**src/sv/ftp_pkg.sv**
```systemverilog
package ftp_pkg;

   localparam int unsigned TIME_W   = 63;
   localparam int unsigned DELTA_W  = 32;
   localparam int unsigned RATE_W   = 16;
   localparam int unsigned WIN_W    = 33;
   localparam int unsigned CSR_IDX_W = 2;
   localparam int unsigned REQ_DATA_W = 64;
   localparam int unsigned RSP_DATA_W = 112;

   localparam logic [DELTA_W-1:0] TPS_RESET       = 32'd1000;
   localparam logic [DELTA_W-1:0] MAX_DELTA_RESET = 32'd250;

   localparam logic [TIME_W-1:0] TIME_MAX = {TIME_W{1'b1}};
   localparam logic [WIN_W-1:0]  WIN_MAX  = {WIN_W{1'b1}};
   localparam logic [RATE_W-1:0] RATE_MAX = {RATE_W{1'b1}};

   localparam logic [CSR_IDX_W-1:0] REG_TICKS_PER_SECOND = 2'd0;
   localparam logic [CSR_IDX_W-1:0] REG_MAX_DELTA_TICKS  = 2'd1;

   typedef enum logic [1:0] {
      CMD_TICK  = 2'd0,
      CMD_START = 2'd1,
      CMD_STOP  = 2'd2,
      CMD_RESET = 2'd3
   } cmd_type;

   // state snapshot after one command, enough to form the result word
   typedef struct packed {
      logic [DELTA_W-1:0] delta_ticks;
      logic [RATE_W-1:0]  frame_rate;
      logic               is_stopped;
      logic [TIME_W-1:0]  ref_time;
      logic [TIME_W-1:0]  base_time;
      logic [TIME_W-1:0]  paused_total;
   } snap_type;

endpackage

```
**src/sv/ftp_core.sv**
```systemverilog
module ftp_core (
   input  logic                            clock,
   input  logic                            reset,
   input  logic                            item_valid,
   input  ftp_pkg::cmd_type                cmd,
   input  logic [ftp_pkg::TIME_W-1:0]      now,
   input  logic [ftp_pkg::DELTA_W-1:0]     ticks_per_second,
   input  logic [ftp_pkg::DELTA_W-1:0]     max_delta_ticks,
   input  logic                            snap_take,
   output logic                            item_ready,
   output logic                            snap_valid,
   output ftp_pkg::snap_type               snap
);

   logic [ftp_pkg::TIME_W-1:0]  base_ff, base_in;
   logic [ftp_pkg::TIME_W-1:0]  paused_ff, paused_in;
   logic [ftp_pkg::TIME_W-1:0]  stop_ff, stop_in;
   logic [ftp_pkg::TIME_W-1:0]  last_ff, last_in;
   logic [ftp_pkg::TIME_W-1:0]  cur_ff, cur_in;
   logic [ftp_pkg::DELTA_W-1:0] delta_ff, delta_in;
   logic [ftp_pkg::WIN_W-1:0]   win_ff, win_in;
   logic [ftp_pkg::RATE_W-1:0]  fcount_ff, fcount_in;
   logic [ftp_pkg::RATE_W-1:0]  rate_ff, rate_in;
   logic                        stopped_ff, stopped_in;
   logic                        snap_valid_ff, snap_valid_in;
   ftp_pkg::snap_type           snap_ff, snap_in;

   logic                        advance;
   logic [ftp_pkg::TIME_W:0]    tick_diff;
   logic [ftp_pkg::TIME_W-1:0]  tick_span;
   logic [ftp_pkg::DELTA_W-1:0] tick_delta;
   logic [ftp_pkg::RATE_W-1:0]  fcount_inc;
   logic [ftp_pkg::WIN_W:0]     win_sum;
   logic [ftp_pkg::WIN_W-1:0]   win_sat;
   logic [ftp_pkg::TIME_W:0]    start_diff;
   logic [ftp_pkg::TIME_W:0]    paused_sum;

   assign advance    = item_valid && (!snap_valid_ff || snap_take);
   assign item_ready = advance;

   // frame delta, floored at zero and clamped
   always_comb begin
      tick_diff = {1'b0, now} - {1'b0, last_ff};
      if (!tick_diff[ftp_pkg::TIME_W] && (tick_diff != '0)) begin
         tick_span = tick_diff[ftp_pkg::TIME_W-1:0];
      end else begin
         tick_span = '0;
      end
      if (tick_span > {{(ftp_pkg::TIME_W-ftp_pkg::DELTA_W){1'b0}}, max_delta_ticks}) begin
         tick_delta = max_delta_ticks;
      end else begin
         tick_delta = tick_span[ftp_pkg::DELTA_W-1:0];
      end
      fcount_inc = (fcount_ff != ftp_pkg::RATE_MAX) ? fcount_ff + 1'b1 : fcount_ff;
      win_sum = {1'b0, win_ff} + {{(ftp_pkg::WIN_W+1-ftp_pkg::DELTA_W){1'b0}}, tick_delta};
      win_sat = win_sum[ftp_pkg::WIN_W] ? ftp_pkg::WIN_MAX : win_sum[ftp_pkg::WIN_W-1:0];
      start_diff = {1'b0, now} - {1'b0, stop_ff};
      paused_sum = {1'b0, paused_ff} + start_diff;
   end

   always_comb begin
      base_in    = base_ff;
      paused_in  = paused_ff;
      stop_in    = stop_ff;
      last_in    = last_ff;
      cur_in     = cur_ff;
      delta_in   = delta_ff;
      win_in     = win_ff;
      fcount_in  = fcount_ff;
      rate_in    = rate_ff;
      stopped_in = stopped_ff;
      case (cmd)
         ftp_pkg::CMD_TICK: begin
            if (stopped_ff) begin
               delta_in = '0;
            end else begin
               cur_in    = now;
               last_in   = now;
               delta_in  = tick_delta;
               fcount_in = fcount_inc;
               win_in    = win_sat;
               if (win_sat >= {1'b0, ticks_per_second}) begin
                  rate_in   = fcount_inc;
                  fcount_in = '0;
                  win_in    = win_sat - {1'b0, ticks_per_second};
               end
            end
         end
         ftp_pkg::CMD_START: begin
            if (stopped_ff) begin
               if (!start_diff[ftp_pkg::TIME_W] && (start_diff != '0)) begin
                  // start_diff is below 2^63 here, so the sum fits in 64 bits
                  paused_in = paused_sum[ftp_pkg::TIME_W] ? ftp_pkg::TIME_MAX
                                                          : paused_sum[ftp_pkg::TIME_W-1:0];
               end
               last_in    = now;
               stop_in    = '0;
               stopped_in = 1'b0;
            end
         end
         ftp_pkg::CMD_STOP: begin
            if (!stopped_ff) begin
               stop_in    = now;
               stopped_in = 1'b1;
            end
         end
         ftp_pkg::CMD_RESET: begin
            base_in    = now;
            paused_in  = '0;
            stop_in    = '0;
            cur_in     = now;
            last_in    = now;
            delta_in   = '0;
            win_in     = '0;
            fcount_in  = '0;
            rate_in    = '0;
            stopped_in = 1'b0;
         end
         default: begin
            stopped_in = stopped_ff;
         end
      endcase
   end

   always_comb begin
      snap_in.delta_ticks  = delta_in;
      snap_in.frame_rate   = rate_in;
      snap_in.is_stopped   = stopped_in;
      snap_in.ref_time     = stopped_in ? stop_in : cur_in;
      snap_in.base_time    = base_in;
      snap_in.paused_total = paused_in;
   end

   always_comb begin
      if (advance) begin
         snap_valid_in = 1'b1;
      end else if (snap_take) begin
         snap_valid_in = 1'b0;
      end else begin
         snap_valid_in = snap_valid_ff;
      end
   end

   always_ff @(posedge clock) begin
      if (reset) begin
         base_ff       <= '0;
         paused_ff     <= '0;
         stop_ff       <= '0;
         last_ff       <= '0;
         cur_ff        <= '0;
         delta_ff      <= '0;
         win_ff        <= '0;
         fcount_ff     <= '0;
         rate_ff       <= '0;
         stopped_ff    <= 1'b0;
         snap_valid_ff <= 1'b0;
      end else begin
         snap_valid_ff <= snap_valid_in;
         if (advance) begin
            base_ff    <= base_in;
            paused_ff  <= paused_in;
            stop_ff    <= stop_in;
            last_ff    <= last_in;
            cur_ff     <= cur_in;
            delta_ff   <= delta_in;
            win_ff     <= win_in;
            fcount_ff  <= fcount_in;
            rate_ff    <= rate_in;
            stopped_ff <= stopped_in;
         end
      end
   end

   always_ff @(posedge clock) begin
      if (advance) begin
         snap_ff <= snap_in;
      end
   end

   assign snap_valid = snap_valid_ff;
   assign snap       = snap_ff;

endmodule

```
**src/sv/ftp_total.sv**
```systemverilog
module ftp_total (
   input  logic                                clock,
   input  logic                                reset,
   input  logic                                snap_valid,
   input  ftp_pkg::snap_type                   snap,
   output logic                                snap_take,
   output logic                                rsp_tvalid,
   input  logic                                rsp_tready,
   output logic [ftp_pkg::RSP_DATA_W-1:0]      rsp_tdata
);

   logic                              out_valid_ff, out_valid_in;
   logic [ftp_pkg::RSP_DATA_W-1:0]    out_data_ff, out_data_in;
   logic                              load;
   logic signed [ftp_pkg::TIME_W+2:0] run_span;
   logic [ftp_pkg::TIME_W-1:0]        total;

   assign snap_take = !out_valid_ff || rsp_tready;
   assign load      = snap_valid && snap_take;

   // ref - base - paused; positive only when both floors pass
   always_comb begin
      run_span = $signed({3'b000, snap.ref_time})
               - $signed({3'b000, snap.base_time})
               - $signed({3'b000, snap.paused_total});
      if (!run_span[ftp_pkg::TIME_W+2] && (run_span != '0)) begin
         total = run_span[ftp_pkg::TIME_W-1:0];
      end else begin
         total = '0;
      end
      out_data_in = {snap.is_stopped, total, snap.frame_rate, snap.delta_ticks};
   end

   always_comb begin
      if (load) begin
         out_valid_in = 1'b1;
      end else if (rsp_tready) begin
         out_valid_in = 1'b0;
      end else begin
         out_valid_in = out_valid_ff;
      end
   end

   always_ff @(posedge clock) begin
      if (reset) begin
         out_valid_ff <= 1'b0;
      end else begin
         out_valid_ff <= out_valid_in;
      end
   end

   always_ff @(posedge clock) begin
      if (load) begin
         out_data_ff <= out_data_in;
      end
   end

   assign rsp_tvalid = out_valid_ff;
   assign rsp_tdata  = out_data_ff;

endmodule

```
**src/sv/frame_timer_with_pause.sv**
```systemverilog
// path: an accepted req word passes the input register, the state update and the total and
// result register in that order, and a stalled rsp side can hold it between any of them
// throughput: one word per cycle while rsp_tready does not stall the result side
// reset: synchronous, active high; clears all timer state to running at time 0,
// empties the pipeline and loads ticks_per_second 1000 and max_delta_ticks 250
module frame_timer_with_pause (
   input  logic                                clock,
   input  logic                                reset,
   input  logic                                req_tvalid,
   output logic                                req_tready,
   input  logic [ftp_pkg::REQ_DATA_W-1:0]      req_tdata,  // now[62:0], pad
   input  logic [1:0]                          req_tuser,  // cmd[1:0]
   output logic                                rsp_tvalid,
   input  logic                                rsp_tready,
   // delta_ticks[31:0], frame_rate[47:32], total_ticks[110:48], is_stopped[111]
   output logic [ftp_pkg::RSP_DATA_W-1:0]      rsp_tdata,
   input  logic                                csr_valid,
   output logic                                csr_ready,
   input  logic [ftp_pkg::CSR_IDX_W-1:0]       csr_index,
   input  logic [ftp_pkg::DELTA_W-1:0]         csr_data
);

   logic                        in_valid_ff, in_valid_in;
   ftp_pkg::cmd_type            cmd_ff;
   logic [ftp_pkg::TIME_W-1:0]  now_ff;
   logic [ftp_pkg::DELTA_W-1:0] tps_ff, tps_in;
   logic [ftp_pkg::DELTA_W-1:0] max_delta_ff, max_delta_in;
   logic                        item_ready;
   logic                        snap_valid;
   logic                        snap_take;
   ftp_pkg::snap_type           snap;
   logic                        req_take;

   assign req_tready = !in_valid_ff || item_ready;
   assign req_take   = req_tvalid && req_tready;
   assign csr_ready  = 1'b1;

   always_comb begin
      if (req_take) begin
         in_valid_in = 1'b1;
      end else if (item_ready) begin
         in_valid_in = 1'b0;
      end else begin
         in_valid_in = in_valid_ff;
      end
      tps_in       = tps_ff;
      max_delta_in = max_delta_ff;
      if (csr_valid) begin
         case (csr_index)
            ftp_pkg::REG_TICKS_PER_SECOND: tps_in       = csr_data;
            ftp_pkg::REG_MAX_DELTA_TICKS:  max_delta_in = csr_data;
            default:                       tps_in       = tps_ff;
         endcase
      end
   end

   always_ff @(posedge clock) begin
      if (reset) begin
         in_valid_ff  <= 1'b0;
         tps_ff       <= ftp_pkg::TPS_RESET;
         max_delta_ff <= ftp_pkg::MAX_DELTA_RESET;
      end else begin
         in_valid_ff  <= in_valid_in;
         tps_ff       <= tps_in;
         max_delta_ff <= max_delta_in;
      end
   end

   always_ff @(posedge clock) begin
      if (req_take) begin
         cmd_ff <= ftp_pkg::cmd_type'(req_tuser);
         now_ff <= req_tdata[ftp_pkg::TIME_W-1:0];
      end
   end

   ftp_core u_core (
      .clock            (clock),
      .reset            (reset),
      .item_valid       (in_valid_ff),
      .cmd              (cmd_ff),
      .now              (now_ff),
      .ticks_per_second (tps_ff),
      .max_delta_ticks  (max_delta_ff),
      .snap_take        (snap_take),
      .item_ready       (item_ready),
      .snap_valid       (snap_valid),
      .snap             (snap)
   );

   ftp_total u_total (
      .clock      (clock),
      .reset      (reset),
      .snap_valid (snap_valid),
      .snap       (snap),
      .snap_take  (snap_take),
      .rsp_tvalid (rsp_tvalid),
      .rsp_tready (rsp_tready),
      .rsp_tdata  (rsp_tdata)
   );

endmodule

```
**config.mk**
```make
export PLATFORM = sky130hd
export DESIGN_NAME = frame_timer_with_pause
export DESIGN_NICKNAME = d
export VERILOG_FILES = /design/src/sv/ftp_pkg.sv /design/src/sv/ftp_core.sv /design/src/sv/ftp_total.sv /design/src/sv/frame_timer_with_pause.sv
export SDC_FILE = /design/constraint.sdc
export NUM_CORES = 2
export LEC_CHECK = 0
export ABC_AREA = 0
export BUFFER_PORTS_ARGS = -buffer_cell sky130_fd_sc_hd__buf_2
export CAP_MARGIN = 30
export CORE_ASPECT_RATIO = 1.5
export CORE_MARGIN = 4
export CORE_UTILIZATION = 45
export DETAILED_ROUTE_END_ITERATION = 8
export PLACE_DENSITY = 0.7
export SETUP_SLACK_MARGIN = 0.1
export SYNTH_ARGS = -nofsm -noshare
export SYNTH_HDL_FRONTEND = slang
export SYNTH_SLANG_ARGS = --single-unit
```
**constraint.sdc**
```tcl
create_clock -name clock -period 22.1 [get_ports clock]
set_input_delay 4.42 -clock clock [delete_from_list [all_inputs] [get_ports clock]]
set_output_delay 4.42 -clock clock [all_outputs]
set_load 0.01 [all_outputs]
```
==> summary.md <==
| Metric | Value |
|---|---|
| Status | `finished, final reports clean` |
| Final Max Slew Viols | `0` |
| CTS H-tree lvls | `3` |
| Worst Max-Slew Pin Slew | `1.21 ns` |
| Async SR Flop Fraction | `0%` |
| Wire per inst | `21.6 um` |
| Top-count cell post-synth | `nand2_1` |
| Crit path required time | `22.74 ns` |
| Vias | `50595` |
| Crit Path Category | `flip-flop to flip-flop` |
| Largest net degree at the start of global routing | `173` |
| Gate count after technology mapping | `6667` |
| Vias in the first global route | `48571` |
| Fin Clk Skew | `0.0554 ns` |
| Worst path most repeated cell | `a21oi_1` |
| Simple-gate area share of the yosys netlist | `16.0%` |
| Final core utilization | `50.1%` |
| Setup_tns | `0 ns` |
| Maximum vdd drop | `0.0584 mV` |
| Antenna violations before repair | `2` |
| Clock tree buffer depth | `3` |
| Post-synth cell types | `93` |
| Max stage delay on crit path | `0.85 ns` |
| Final setup vio count | `0` |
| CP Capture Type | `flip-flop` |
| Power per cell area | `83.3 mW/mm^2` |
| Vias/cell | `5.95` |
| Layout net count | `7244` |
| RR Startpoint | `now_ff[5]` |
| Starting Density | `45.5%` |
| WHS Path Cells | `0` |
| Remaining antenna violation count | `0` |
| CP delay by family, top | `compound AO/OA/AOI/OAI gates` |
| Min-delay worst type | `flip-flop to flip-flop` |
| Compound-Gate Fraction of Synth Area | `24.2%` |
| Num CTS Buffers | `93` |
| Remaining DRCs | `0` |
| Die ar. | `0.135 mm^2` |
| Core area | `0.127 mm^2` |
| Synth warn | `0` |
| Die X | `301 um` |
| Final hold slack | `0.402 ns` |
| Routability cong. | `0.953` |
| Clk slew on worst S/H paths | `0.06 ns` |
| Fmax | `0.0597 GHz` |
| Mux cell area share after synthesis | `2.27%` |
| Critical path peak fanout | `37` |
| Die Y | `447 um` |
| Xor/xnor share of the synthesized area | `4.90%` |
| Syn_nets | `7195` |
| Layout area overhead | `10.1%` |
| Leak | `25.4 nW` |
| Post-CTS Hold Fix Bufs | `0` |
| # Max-Cap Violations | `0` |
| I/O pin count | `220` |
| Reg2reg path depth | `59` |
| Top cells by count, synth | `nand2_1 (755), a21oi_1 (630), nor2_1 (628), dfxtp_1 (480), inv_1 (433)` |
| CTS root buf | `clkbuf_16` |
| EDFF count, synth | `415` |
| Slew margin rel. | `18.5%` |
| RSZ-0062 raised after global routing | `false` |
| Sequential cell area fraction in the yosys report | `38.1%` |
| WP buf/inv | `4` |
| Synthesized flop and latch total | `895` |
| Drt pass-1 iters | `5` |
| R2r endpoint | `u_core.rate_ff[14]` |
| Postcts setup bufs | `0` |
| Crit start category | `flip-flop` |
| First-pass GRT wire length | `277 mm` |
| Tot Pwr | `5.31 mW` |
| Worst R2R Setup Slack | `5.34 ns` |
| TritonCTS clock tree | `built` |
| Post-synthesis adder-cell area fraction | `9.24%` |
| Cell Rows | `160` |
| Final worst path period need | `16.76 ns` |
| Synth area leader | `edfxtp_1` |
| Min-delay src | `u_core.snap[194]` |
| Total track usage | `26.2%` |
| Fin crit share | `75.8%` |
| Average cell area after synthesis | `8.68 um^2` |
| Mapped Area | `0.0579 mm^2` |
| Clock network latency to the later pin of the worst-skew pair | `0.74 ns` |
| Area share of the largest cell type after synthesis | `21.5%` |
| HPWL Detailed | `138 mm` |
| Arrival @ worst endpoint | `17.40 ns` |
| Total gr overflow | `0` |
| Final wirelength | `183 mm` |
| Most area-consuming cells after synthesis | `edfxtp_1 (22%), dfxtp_1 (17%), ha_1 (9.0%), a21oi_1 (5.4%), nand2_1 (4.9%)` |
| Fin. Hold Viols | `0` |
| Top FF cell, synth | `dfxtp_1` |
| Clk sink count | `895` |
| Iter 0 DRT Violations | `3638` |
| Post-CTS Resized | `0` |
| Worst Hold Endpoint | `u_total.rsp_tdata[36]` |
| Slowest-stage cell, CP | `o31ai_4` |
| Share of layout cells above drive strength 1 | `8.76%` |
| Largest family of logic cells by synthesized area | `compound AO/OA/AOI/OAI gates` |
| Port Buf Inserts | `217` |
[cell families (layout without fill, tap and decap cells)]
logic type,count (synthesis),after routing
AO/OA/AOI/OAI,2069,2069
AND/OR/NAND/NOR,2054,2054
flip-flops,895,895
buffers and inverters,778,907
adder cells (fa/ha/maj),423,423
XOR/XNOR,324,324
multiplexers,123,123
other,1,2
[cell usage in the layout (no fill, tap or decap), types with 100 or more instances in the layout]
cell,instances
o21ai_0,270
dfxtp_1,480
a21oi_1,630
a21o_1,208
buf_2,220
a22oi_1,138
and2_1,100
xnor2_1,198
nand3_1,109
nand2_1,754
nor2_1,624
xor2_1,126
edfxtp_1,415
ha_1,415
a221oi_1,144
inv_1,433
[how the worst max path moves through the flow]
stage	startpoint	end	slack, ns	cells after the start
2_1_floorplan	now_ff[0]	u_core.rate_ff[10]	9.59	64
3_3_place_gp	now_ff[5]	u_core.rate_ff[12]	5.28	58
3_5_place_dp	now_ff[5]	u_core.snap[197]	5.61	58
4_1_cts	now_ff[5]	u_core.snap[197]	5.48	58
5_1_grt	now_ff[5]	u_core.snap[197]	4.26	58
6_report	now_ff[5]	u_core.rate_ff[14]	5.34	59
[flip-flops by register name, summed over array words and instances, names as in the netlist, 2 cells and up]
register           count
u_core.snap          238
u_total.rsp_tdata    112
now_ff                63
u_core.base_ff        63
u_core.cur_ff         63
u_core.last_ff        63
u_core.paused_ff      63
u_core.stop_ff        63
u_core.win_ff         33
max_delta_ff          32
tps_ff                32
u_core.delta_ff       32
u_core.fcount_ff      16
u_core.rate_ff        16
cmd_ff                 2
[per-layer routing]
metal	vias up	track usage, %	share of wire [%]
met2	1496	45.8	49
li1	24352	-	-
met3	450	2.72	4.3
met5	-	0	0
met4	0	21.9	9.6
met1	24297	28.6	37
[where the power goes]
part           internal, mW  switching (mW)  leakage, nW  total [mW]
logic                 0.638            1.13         16.0        1.77
registers              1.82          0.0571         7.82        1.88
clock network         0.945           0.718         1.56        1.66
[final cells by class]
| cell class | count | area, um^2 |
|---|---|---|
| diodes | 1 | 2.50 |
| clock buffers | 123 | 2570 |
| clock inverters | 52 | 622 |
| fillers | 12020 | 63600 |
| inverters | 435 | 1640 |
| multi-input cells | 4994 | 32900 |
| flip-flops and latches | 895 | 22100 |
| well taps | 1701 | 2130 |
| repair buffers | 297 | 1770 |
[metrics by stage]
step | area (um^2) | setup WS, ns | std cells
final | 63700 | 5.34 | 8498
after floorplan | 57900 | 9.59 | 6667
after global routing | 63700 | 4.26 | 8498
after global placement | 60400 | 5.28 | 8310
after CTS | 63700 | 5.48 | 8495
after detailed placement | 60500 | 5.61 | 8320
[worst reg2reg max path, delay by kind of cell, from the launching register on]
family	cells	cell delay, ns
simple gates	17	3.57
fa+ha+maj	4	1.40
xor+xnor	1	0.22
buf+inv	4	1.36
compound gates	33	9.52
flops	1	0.61
Power figures use the tool's default switching activity.
